$ cat config.mk
export PLATFORM = sky130hd
export DESIGN_NAME = stable_sorted_priority_queue
export DESIGN_NICKNAME = d
export VERILOG_FILES = /design/src/rtl/sspq_pkg.sv /design/src/rtl/sspq_mem.sv /design/src/rtl/sspq_seq.sv /design/src/rtl/stable_sorted_priority_queue.sv
export SDC_FILE = /design/constraint.sdc
export NUM_CORES = 1
export LEC_CHECK = 0
export ABC_CLOCK_PERIOD_IN_PS = 4990
export BUFFER_PORTS_ARGS = -buffer_cell sky130_fd_sc_hd__buf_4
export CORE_ASPECT_RATIO = 1.75
export CORE_MARGIN = 2
export CORE_UTILIZATION = 56
export CTS_CLUSTER_SIZE = 8
export DETAILED_ROUTE_END_ITERATION = 16
export GPL_ROUTABILITY_DRIVEN = 0
export PLACE_DENSITY = 0.78
export SYNTH_ARGS = -nofsm -noshare
export SYNTH_HDL_FRONTEND = slang
export SYNTH_SLANG_ARGS = --single-unit
$ cat constraint.sdc
create_clock -name clk -period 4.99 [get_ports clk]
set_clock_uncertainty 0.1 [all_clocks]
set_input_delay 0.998 -clock clk [delete_from_list [all_inputs] [get_ports clk]]
set_output_delay 0.998 -clock clk [all_outputs]
set_load 0.05 [all_outputs]
$ cat src/rtl/sspq_pkg.sv
package sspq_pkg;

  localparam int QUEUE_DEPTH_DEF = 16;

  localparam logic MODE_INSERT = 1'b0;
  localparam logic MODE_POP    = 1'b1;

  typedef enum logic [1:0] {
    ST_OK    = 2'd0,
    ST_EMPTY = 2'd1,
    ST_FULL  = 2'd2
  } status_t;

  typedef struct packed {
    logic        mode;
    logic [15:0] density;
    logic [15:0] tag;
    logic [7:0]  action_code;
  } in_item_t;

  typedef struct packed {
    status_t     status;
    logic [15:0] out_density;
    logic [15:0] out_tag;
    logic [7:0]  out_action;
    logic [4:0]  fill_level;
  } out_item_t;

  typedef struct packed {
    logic [15:0] density;
    logic [15:0] tag;
    logic [7:0]  action;
  } entry_t;

  typedef enum logic [2:0] {
    S_IDLE,
    S_POP_TAKE,
    S_INS_CMP,
    S_INS_PUT,
    S_RESULT
  } seq_state_t;

endpackage

$ cat src/rtl/sspq_mem.sv
module sspq_mem #(
  parameter int QUEUE_DEPTH = sspq_pkg::QUEUE_DEPTH_DEF,
  parameter int AW          = $clog2(QUEUE_DEPTH)
) (
  input  logic             clk,
  input  logic             we,
  input  logic [AW-1:0]    waddr,
  input  sspq_pkg::entry_t wdata,
  input  logic [AW-1:0]    raddr,
  output sspq_pkg::entry_t rdata
);
  import sspq_pkg::*;

  entry_t mem [QUEUE_DEPTH];
  entry_t rdata_r;

  always_ff @(posedge clk) begin
    if (we) begin
      mem[waddr] <= wdata;
    end
  end

  always_ff @(posedge clk) begin
    rdata_r <= mem[raddr];
  end

  assign rdata = rdata_r;

endmodule

$ cat src/rtl/sspq_seq.sv
module sspq_seq #(
  parameter int QUEUE_DEPTH = sspq_pkg::QUEUE_DEPTH_DEF,
  parameter int AW          = $clog2(QUEUE_DEPTH),
  parameter int CW          = $clog2(QUEUE_DEPTH + 1)
) (
  input  logic                clk,
  input  logic                rst_n,
  input  logic                in_valid,
  output logic                in_ready,
  input  sspq_pkg::in_item_t  in_data,
  output logic                res_valid,
  input  logic                res_ready,
  output sspq_pkg::out_item_t res,
  output logic                mem_we,
  output logic [AW-1:0]       mem_waddr,
  output sspq_pkg::entry_t    mem_wdata,
  output logic [AW-1:0]       mem_raddr,
  input  sspq_pkg::entry_t    mem_rdata
);
  import sspq_pkg::*;

  localparam logic [AW:0] DEPTH_V = (AW + 1)'(QUEUE_DEPTH);

  seq_state_t    state_r, state_nxt;
  logic [AW-1:0] head_r, head_nxt;
  logic [CW-1:0] count_r, count_nxt;
  logic [AW-1:0] k_r, k_nxt;
  entry_t        new_r, new_nxt;
  status_t       res_status_r, res_status_nxt;
  entry_t        res_ent_r, res_ent_nxt;
  logic [AW-1:0] rd_off;
  logic [AW-1:0] head_inc;
  logic          shift;

  // Logical slot offset from the head, folded back into the ring.
  function automatic logic [AW-1:0] phys(input logic [AW-1:0] base,
                                         input logic [AW-1:0] off);
    logic [AW:0] s;
    s = {1'b0, base} + {1'b0, off};
    if (s >= DEPTH_V) begin
      s = s - DEPTH_V;
    end
    return s[AW-1:0];
  endfunction

  always_ff @(posedge clk) begin
    if (!rst_n) begin
      state_r <= S_IDLE;
      head_r  <= '0;
      count_r <= '0;
    end else begin
      state_r <= state_nxt;
      head_r  <= head_nxt;
      count_r <= count_nxt;
    end
  end

  always_ff @(posedge clk) begin
    k_r          <= k_nxt;
    new_r        <= new_nxt;
    res_status_r <= res_status_nxt;
    res_ent_r    <= res_ent_nxt;
  end

  assign head_inc = (head_r == AW'(QUEUE_DEPTH - 1)) ? '0 : head_r + 1'b1;
  assign shift    = mem_rdata.density < new_r.density;

  always_comb begin
    state_nxt      = state_r;
    head_nxt       = head_r;
    count_nxt      = count_r;
    k_nxt          = k_r;
    new_nxt        = new_r;
    res_status_nxt = res_status_r;
    res_ent_nxt    = res_ent_r;
    rd_off         = '0;
    in_ready       = 1'b0;
    res_valid      = 1'b0;
    mem_we         = 1'b0;
    mem_wdata      = new_r;

    case (state_r)
      S_IDLE: begin
        in_ready = 1'b1;
        // The read port looks ahead: the head for a pop, the tail for an insert.
        if (in_data.mode == MODE_INSERT) begin
          rd_off = AW'(count_r - 1'b1);
        end
        if (in_valid) begin
          new_nxt = '{density: in_data.density, tag: in_data.tag,
                      action: in_data.action_code};
          k_nxt   = AW'(count_r);
          if (in_data.mode == MODE_POP) begin
            if (count_r == '0) begin
              res_status_nxt = ST_EMPTY;
              res_ent_nxt    = '0;
              state_nxt      = S_RESULT;
            end else begin
              state_nxt = S_POP_TAKE;
            end
          end else if (count_r == CW'(QUEUE_DEPTH)) begin
            res_status_nxt = ST_FULL;
            res_ent_nxt    = '0;
            state_nxt      = S_RESULT;
          end else if (count_r == '0) begin
            state_nxt = S_INS_PUT;
          end else begin
            state_nxt = S_INS_CMP;
          end
        end
      end
      S_POP_TAKE: begin
        res_status_nxt = ST_OK;
        res_ent_nxt    = mem_rdata;
        head_nxt       = head_inc;
        count_nxt      = count_r - 1'b1;
        state_nxt      = S_RESULT;
      end
      S_INS_CMP: begin
        // Slot k-1 is on the read port; it either moves down to slot k or
        // the new entry lands at slot k behind it.
        mem_we = 1'b1;
        if (shift) begin
          mem_wdata = mem_rdata;
          if (k_r == AW'(1)) begin
            k_nxt     = '0;
            state_nxt = S_INS_PUT;
          end else begin
            rd_off = k_r - 1'b1 - 1'b1;
            k_nxt  = k_r - 1'b1;
          end
        end else begin
          count_nxt      = count_r + 1'b1;
          res_status_nxt = ST_OK;
          res_ent_nxt    = '0;
          state_nxt      = S_RESULT;
        end
      end
      S_INS_PUT: begin
        mem_we         = 1'b1;
        count_nxt      = count_r + 1'b1;
        res_status_nxt = ST_OK;
        res_ent_nxt    = '0;
        state_nxt      = S_RESULT;
      end
      S_RESULT: begin
        res_valid = 1'b1;
        if (res_ready) begin
          state_nxt = S_IDLE;
        end
      end
      default: begin
        state_nxt = S_IDLE;
      end
    endcase
  end

  assign mem_raddr = phys(head_r, rd_off);
  assign mem_waddr = phys(head_r, k_r);

  assign res = '{status: res_status_r, out_density: res_ent_r.density,
                 out_tag: res_ent_r.tag, out_action: res_ent_r.action,
                 fill_level: 5'(count_r)};

endmodule

$ cat src/rtl/stable_sorted_priority_queue.sv
// Channel  Ports                            Carries
// in       in_valid, in_ready, in_data      insert or pop request (in_item_t)
// out      out_valid, out_ready, out_data   status, popped entry, fill level
//
// A pop passes through S_POP_TAKE, an insert that moves no entry through S_INS_CMP (or
// S_INS_PUT on an empty queue); each then waits in S_RESULT until its result is taken
// into the output register. An insert that moves entries stays in S_INS_CMP while the
// stored entries of smaller density move back one slot, one per cycle through the entry
// memory and its comparator. A pop on an empty queue or a refused insert goes straight
// to S_RESULT. in_ready is high only while the sequencer is idle. Reset (rst_n low at a
// clock edge) empties the queue; slot contents are kept. A stalled result waits in the
// output register; the next item is taken once the sequencer has handed its result over.
module stable_sorted_priority_queue #(
  parameter int QUEUE_DEPTH = sspq_pkg::QUEUE_DEPTH_DEF
) (
  input  logic                clk,
  input  logic                rst_n,
  input  logic                in_valid,
  output logic                in_ready,
  input  sspq_pkg::in_item_t  in_data,
  output logic                out_valid,
  input  logic                out_ready,
  output sspq_pkg::out_item_t out_data
);
  import sspq_pkg::*;

  localparam int AW = $clog2(QUEUE_DEPTH);

  logic          res_valid;
  logic          res_ready;
  out_item_t     res;
  logic          mem_we;
  logic [AW-1:0] mem_waddr;
  entry_t        mem_wdata;
  logic [AW-1:0] mem_raddr;
  entry_t        mem_rdata;
  logic          out_valid_r, out_valid_nxt;
  out_item_t     out_data_r, out_data_nxt;

  sspq_seq #(
    .QUEUE_DEPTH(QUEUE_DEPTH)
  ) u_seq (
    .clk      (clk),
    .rst_n    (rst_n),
    .in_valid (in_valid),
    .in_ready (in_ready),
    .in_data  (in_data),
    .res_valid(res_valid),
    .res_ready(res_ready),
    .res      (res),
    .mem_we   (mem_we),
    .mem_waddr(mem_waddr),
    .mem_wdata(mem_wdata),
    .mem_raddr(mem_raddr),
    .mem_rdata(mem_rdata)
  );

  sspq_mem #(
    .QUEUE_DEPTH(QUEUE_DEPTH)
  ) u_mem (
    .clk  (clk),
    .we   (mem_we),
    .waddr(mem_waddr),
    .wdata(mem_wdata),
    .raddr(mem_raddr),
    .rdata(mem_rdata)
  );

  assign res_ready = !out_valid_r || out_ready;

  always_comb begin
    out_valid_nxt = out_valid_r;
    out_data_nxt  = out_data_r;
    if (res_valid && res_ready) begin
      out_valid_nxt = 1'b1;
      out_data_nxt  = res;
    end else if (out_ready) begin
      out_valid_nxt = 1'b0;
    end
  end

  always_ff @(posedge clk) begin
    if (!rst_n) begin
      out_valid_r <= 1'b0;
    end else begin
      out_valid_r <= out_valid_nxt;
    end
  end

  always_ff @(posedge clk) begin
    out_data_r <= out_data_nxt;
  end

  assign out_valid = out_valid_r;
  assign out_data  = out_data_r;

endmodule

# After elaboration in Yosys (flattened, before gate mapping)
# Memory sizes are Yosys's and may differ from the RTL's. A register that Yosys moved wholly into a read port is not among the register bits.
# Cells that the tools add are included.
[totals]
regBits = 146
ramBits = 640
n_memories = 1
[classes]
addsub = 9
n_lt_le_gt_ge = 3
eq_ne = 14
mux = 43
reduce_logical = 18
[mem_list]
columns = ["memory", "depth", "width", "read_ports", "rd_clocked_by_memory_dff", "write_ports", "line_no", "text"]
rows = [
  ["u_mem.mem", 16, 40, 1, 1, 1, "sspq_mem.sv:14", "entry_t mem [QUEUE_DEPTH];"],
]
[op_table]
columns = ["operator", "count"]
rows = [
  ["$mux 40", 7],
  ["$pmux 40 s4", 1],
  ["$mux 4", 9],
  ["$mux 3", 7],
  ["$lt 16x16->1", 1],
  ["$pmux 4 s2", 2],
  ["$sub 4x1->4 const B", 4],
  ["$pmux 5 s3", 1],
  ["$pmux 3 s4", 1],
  ["$add 4x4->5", 2],
  ["$ge 5x5->1 const B", 2],
  ["$mux 2", 5],
  ["$reduce_and 5->1", 2],
  ["$mux 1", 8],
  ["$eq 3x2->1 const B", 2],
  ["$ne 2x2->1 const B", 3],
  ["$ne 3x2->1 const B", 2],
  ["$pmux 2 s3", 1],
  ["$reduce_and 3->1", 2],
  ["$reduce_bool 3->1", 2],
  ["$add 5x1->5 const B", 1],
  ["$eq 5x5->1 const B", 1],
  ["$logic_not 5->1", 1],
  ["$mux 5", 1],
  ["16 further kinds", 19],
]

# Depth between registers and ports, before layout
[logic_depth]
word_depth = 8
mapped_depth = 15
ltp_nobuf = 13

# By module
# From an unflattened synthesis, not the netlist that was laid out.
[hier_totals]
hier_cells = 1471
hier_area_um2 = 31584.0
[by_module_without_submodules]
columns = ["module", "n_inst", "cells_per_inst", "area_each_um2", "seq_area_each_um2"]
rows = [
  ["sspq_mem", 1, 1040, 25131.6, 20019.2],
  ["sspq_seq", 1, 379, 4983.5, 2822.7],
  ["stable_sorted_priority_queue", 1, 52, 1468.9, 1431.4],
]

# Least setup slack after synthesis
# No wires, ideal clock.
[synth_path]
kind = "register to register"
from = "register u_seq.new_r[39] (netlist bit)"
to = "register u_seq.res_ent_r, in the netlist u_seq.res[10] (enable)"
setup_ns = 0.500
arrival_time_ns = 4.676
required_ns = 4.390
setup_slack_ns = -0.287
stages_incl_launch_ff = 10
cell_sequence = "edfxtp_1 > inv_1 > ha_1 > nand4_1 > nor3_2 > a311oi_2 > and3_1 > buf_2 > buf_4 > a211oi_1"
[synth_via]
elab_chain_cells = 3
[synth_lines]
columns = ["item", "line_no", "text"]
rows = [
  ["start, declared", "sspq_seq.sv:28", "entry_t new_r, new_nxt;"],
  ["start signal, assigned", "sspq_seq.sv:60", "new_r <= new_nxt;"],
  ["$lt 16x16->1", "sspq_seq.sv:66", "assign shift = mem_rdata.density < new_r.density;"],
  ["$ne 2x2->1 (no line)", "-", ""],
  ["$reduce_and 5->1 (no line)", "-", ""],
  ["end signal, assigned", "sspq_seq.sv:62", "res_ent_r <= res_ent_nxt;"],
  ["end, declared", "sspq_seq.sv:30", "entry_t res_ent_r, res_ent_nxt;"],
]
# Every way passes these cells.
# A chain may end at the register's enable or synchronous reset.

# Worst setup path in the final report
[layout_path]
from = "register u_seq.new_r[25] (netlist bit)"
to = "register, netlist name u_mem.rdata[39]"
[layout_via]
elab_chain_cells = 6
word_cells_on_any_way = 7
cone_classes = "2 x add/sub; 2 x order compare; 3 x mux"
[layout_lines]
columns = ["item", "line_no", "text"]
rows = [
  ["$lt 16x16->1 (*)", "sspq_seq.sv:66", ""],
  ["$mux 4 (*)", "sspq_seq.sv:123", "if (shift) begin"],
  ["$pmux 4 s2 (*)", "sspq_seq.sv:82", "case (state_r)"],
  ["$add 4x4->5 (*)", "sspq_seq.sv:39", "s = {1'b0, base} + {1'b0, off};"],
  ["$sub 4x1->4 / $ge 5x5->1 (equally long branches)", "sspq_seq.sv:41, sspq_seq.sv:40", ""],
  ["$mux 4 (*)", "sspq_seq.sv:40", "if (s >= DEPTH_V) begin"],
]
# Mark *: on every way between the ends. The rest lies on a longest branch, timed or not.

==> impl_metrics.tcl <==
set metrics [dict create \
    synth_area_leader_cell "edfxtp_1" \
    clockRootBuffer "clkbuf_16" \
    syn_to_final_growth_pct 16.90 \
    n_antenna_cell 0 \
    crit_path_cell_trace "inv_1 > ha_1 > a2111o_1 > a311oi_2 > nand3_1 > o22ai_1 > ha_1 > a21o_1 > a21oi_1 > xnor2_1 > xnor2_4 > buf_12 > mux2i_1" \
    pin_count 94 \
    async_flop_share_pct 0 \
    r2r_setup_slack_ps 520 \
    fin_nets 1748 \
    fin_area_sq_um 36780 \
    multi_input_area_sq_um 6988 \
    core_sq_um 55830 \
    cts_sinks 826 \
    max-cap-violations 0 \
    grt_overflow 0 \
    ir_drop_uv 527.6 \
    drt_wl_total_mm 72.67 \
    worstPathArrival_ps 4920 \
    status "complete, no violations" \
    grt_pass1_vias 16570 \
    clockPowerShare_pct 28.0 \
    min_path_cells 0 \
    route.vias.total 15680 \
    clk_pin_slew_ps 50 \
    cts-resized-gates 0 \
    synth_area_sq_um 31460 \
    end_kind "flop" \
    cts_hold_buf 0 \
    syn_area_per_cell_sq_um 21.35 \
    min_to "out_data[37]$_DFFE_PP_" \
    cp_slowest_cell "xnor2_4" \
    setup_viol 0 \
    period_share_pct 89.57 \
    final_cell_mix "edfxtp_1, mux4_2, buf_4" \
    worst_slew_margin_rel_pct 30.51 \
    start_kind "flop" \
    rsz0062_at_grt "false" \
    yosysSeqAreaShare_pct 77.15 \
    crit_fanout 17 \
    switching_share_pct 32.05 \
    hold_viol 0 \
    slew_viol_final 0 \
    p_int_mw 17.06 \
    ys_ff_latch 826 \
    layout-drive-gt1-share_pct 27.75 \
    regArea_sq_um 24270 \
    synth_top_area_share_pct 73.77 \
    htree_levels 3 \
    fillerInstances 3441 \
    drt_iter0_drc 1689 \
    syn_inst 1474 \
    min_path_type "reg -> reg" \
    whs_ps 315.3 \
    synthTopCellsByArea "edfxtp_1, mux4_2, mux2i_1, dfxtp_1, ha_1" \
    cellLeakagePower_nw 12.12 \
    fmax_mhz 223.7 \
    dr_wl_met3_mm 5.145 \
    port_buffers 93 \
    track_usage_pct 25.73 \
    die_w_um 183.2 \
    rr_startpoint "u_seq.new_r[25]$_DFFE_PP_" \
    synth_fp_nets 1547 \
    antenna_found_initial 0 \
    synth_flop_cell "edfxtp_1" \
    rr_worst_depth 13 \
    worstMarginPinSlew_ps 1041 \
    finalCriticalPeriod_ps 4469 \
    dieArea_sq_um 58170 \
    hpwl_mm 38.06 \
    synth_edf_count 773 \
    yosys_warnings 0 \
    setup_tns_ps 0 \
    p_seq_share_pct 38.2 \
    placementRows 115 \
    crit_top_cell "ha_1" \
    cp_num_buf_inv 2 \
    place_area_sq_um 33540 \
    place_ws_ps 568.8 \
    cp_top_family "compound AO/OA/AOI/OAI gates" \
    comb_power_share_pct 33.7 \
    clockBufferDepth 3 \
    layout_setup_ws_ps 520.6 \
    vias_per_cell 6.364 \
    first_pass_iters 8 \
    critPathMaxStageDelay_ps 830 \
    maxUsedRoutingLayer "met4" \
    power_density_nw_per_um2 682.5 \
    remaining_drc_errors 0 \
    r2r_end "u_mem.rdata[39]$_DFF_P_" \
    routedWlPerCell_um 29.49 \
    clk_latency_ps 650 \
    grt_pass1_wl_mm 107.9 \
    cp.required_ps 5440 \
    initial_core_util_pct 56.36 \
    final_common_cell "edfxtp_1" \
    switchingPower_mw 8.048 \
    cts_setup_buffers 0 \
    min_from "u_seq.res[37]$_SDFFCE_PN0P_" \
    antenna_left 0 \
    m1WireLength_mm 26.42 \
    crit_start "u_seq.new_r[25]$_DFFE_PP_" \
    grt_max_degree 70 \
    cts_tree "yes" \
    wl_met2_mm 38.05 \
    critical_path_class "reg -> reg" \
    fp.dieH_um 317.6 \
    netlist-cell-type-count 50 \
    numCtsBuffers 113 \
]
metal layers:
layer | vias up | global-route usage, %
li1 | 6421 | -
met1 | 8218 | 33.15
met2 | 852 | 43.48
met3 | 189 | 3.814
met4 | 0 | 11.86
met5 | - | 0
synth_stat cells (all sizes together), types with 2 or more instances:
cell / number
or3: 5
mux4: 160
a211oi: 3
nand4: 2
or4: 3
buf: 28
or2: 3
and2: 42
and3: 2
nand2: 32
nand3: 3
o31ai: 3
fa: 2
nor2: 35
dfxtp: 53
nor3b: 3
xnor2: 11
mux2: 25
nor3: 8
inv: 21
mux2i: 123
o21a: 2
o21ai: 21
a21o: 2
a21oi: 19
o22ai: 5
nand2b: 4
edfxtp: 773
ha: 26
xor2: 7
clkbuf: 37
logic make-up after synthesis:
| family | after synthesis | synth area share, % |
|---|---|---|
| DFF | 826 | 77.15 |
| AOI/OAI and AO/OA | 62 | 1.213 |
| xor gates and xnor gates | 18 | 0.5249 |
| muxes | 308 | 16.26 |
| and+or+nand+nor | 146 | 2.438 |
| buffers and inverters | 86 | 1.257 |
| adders and majority gates | 28 | 1.161 |
worst max-delay path by stage:
| stage | to | slack (ps) | cells past startpoint |
|---|---|---|---|
| after global routing | u_mem.rdata[36]$_DFF_P_ | 270 | 13 |
| after floorplan | u_mem.mem[4][0]$_DFFE_PP_ | 1100 | 4 |
| after detailed placement | u_mem.rdata[39]$_DFF_P_ | 570 | 13 |
| after CTS | u_mem.rdata[39]$_DFF_P_ | 520 | 13 |
| after global placement | u_mem.rdata[39]$_DFF_P_ | 680 | 13 |
| final | u_mem.rdata[39]$_DFF_P_ | 520 | 13 |
cell type report:
cell class / instances / area share (%)
flip-flops and latches: 826 / 65.99
multi-input cells: 562 / 19.00
clock buffers: 196 / 8.592
repair buffers: 151 / 3.592
well taps: 702 / 2.388
clock inverters: 6 / 0.2245
inverters: 21 / 0.2143
sequential cells by signal, indices dropped and copies added (netlist names):
register            count
out_data               47
out_valid               1
u_mem.mem             640
u_mem.rdata            40
u_seq.count_r           5
u_seq.head_r            4
u_seq.k_r               4
u_seq.new_r            40
u_seq.res              40
u_seq.res_status_r      2
u_seq.state_r           3
worst register-to-register path: stages, from the launching register on:
cell      delay [ps]
edfxtp_1         360
inv_1             80
ha_1             230
a2111o_1         380
a311oi_2         470
nand3_1          240
o22ai_1          280
ha_1             290
a21o_1           150
a21oi_1          160
xnor2_1          170
xnor2_4          830
buf_12           320
mux2i_1          320
per-stage QoR:
stage	instances	util, %	power, mW
CTS	2464	65.89	25.26
global placement	2262	60.08	17.85
floorplan	1474	-	15.65
detailed placement	2262	60.08	18.11
global route	2464	65.89	26.09
finish	2464	65.89	25.11
power groups by stage:
stage               sequential [mW]  clock, mW  combinational, mW
finish                         9.60       7.03               8.47
global route                   9.66       7.40               9.03
CTS                            9.60       7.10               8.55
detailed placement             9.71          0               8.41
global placement               9.67          0               8.19
floorplan                      9.94          0               5.71
No activity file was read; power rests on OpenSTA's default activity.
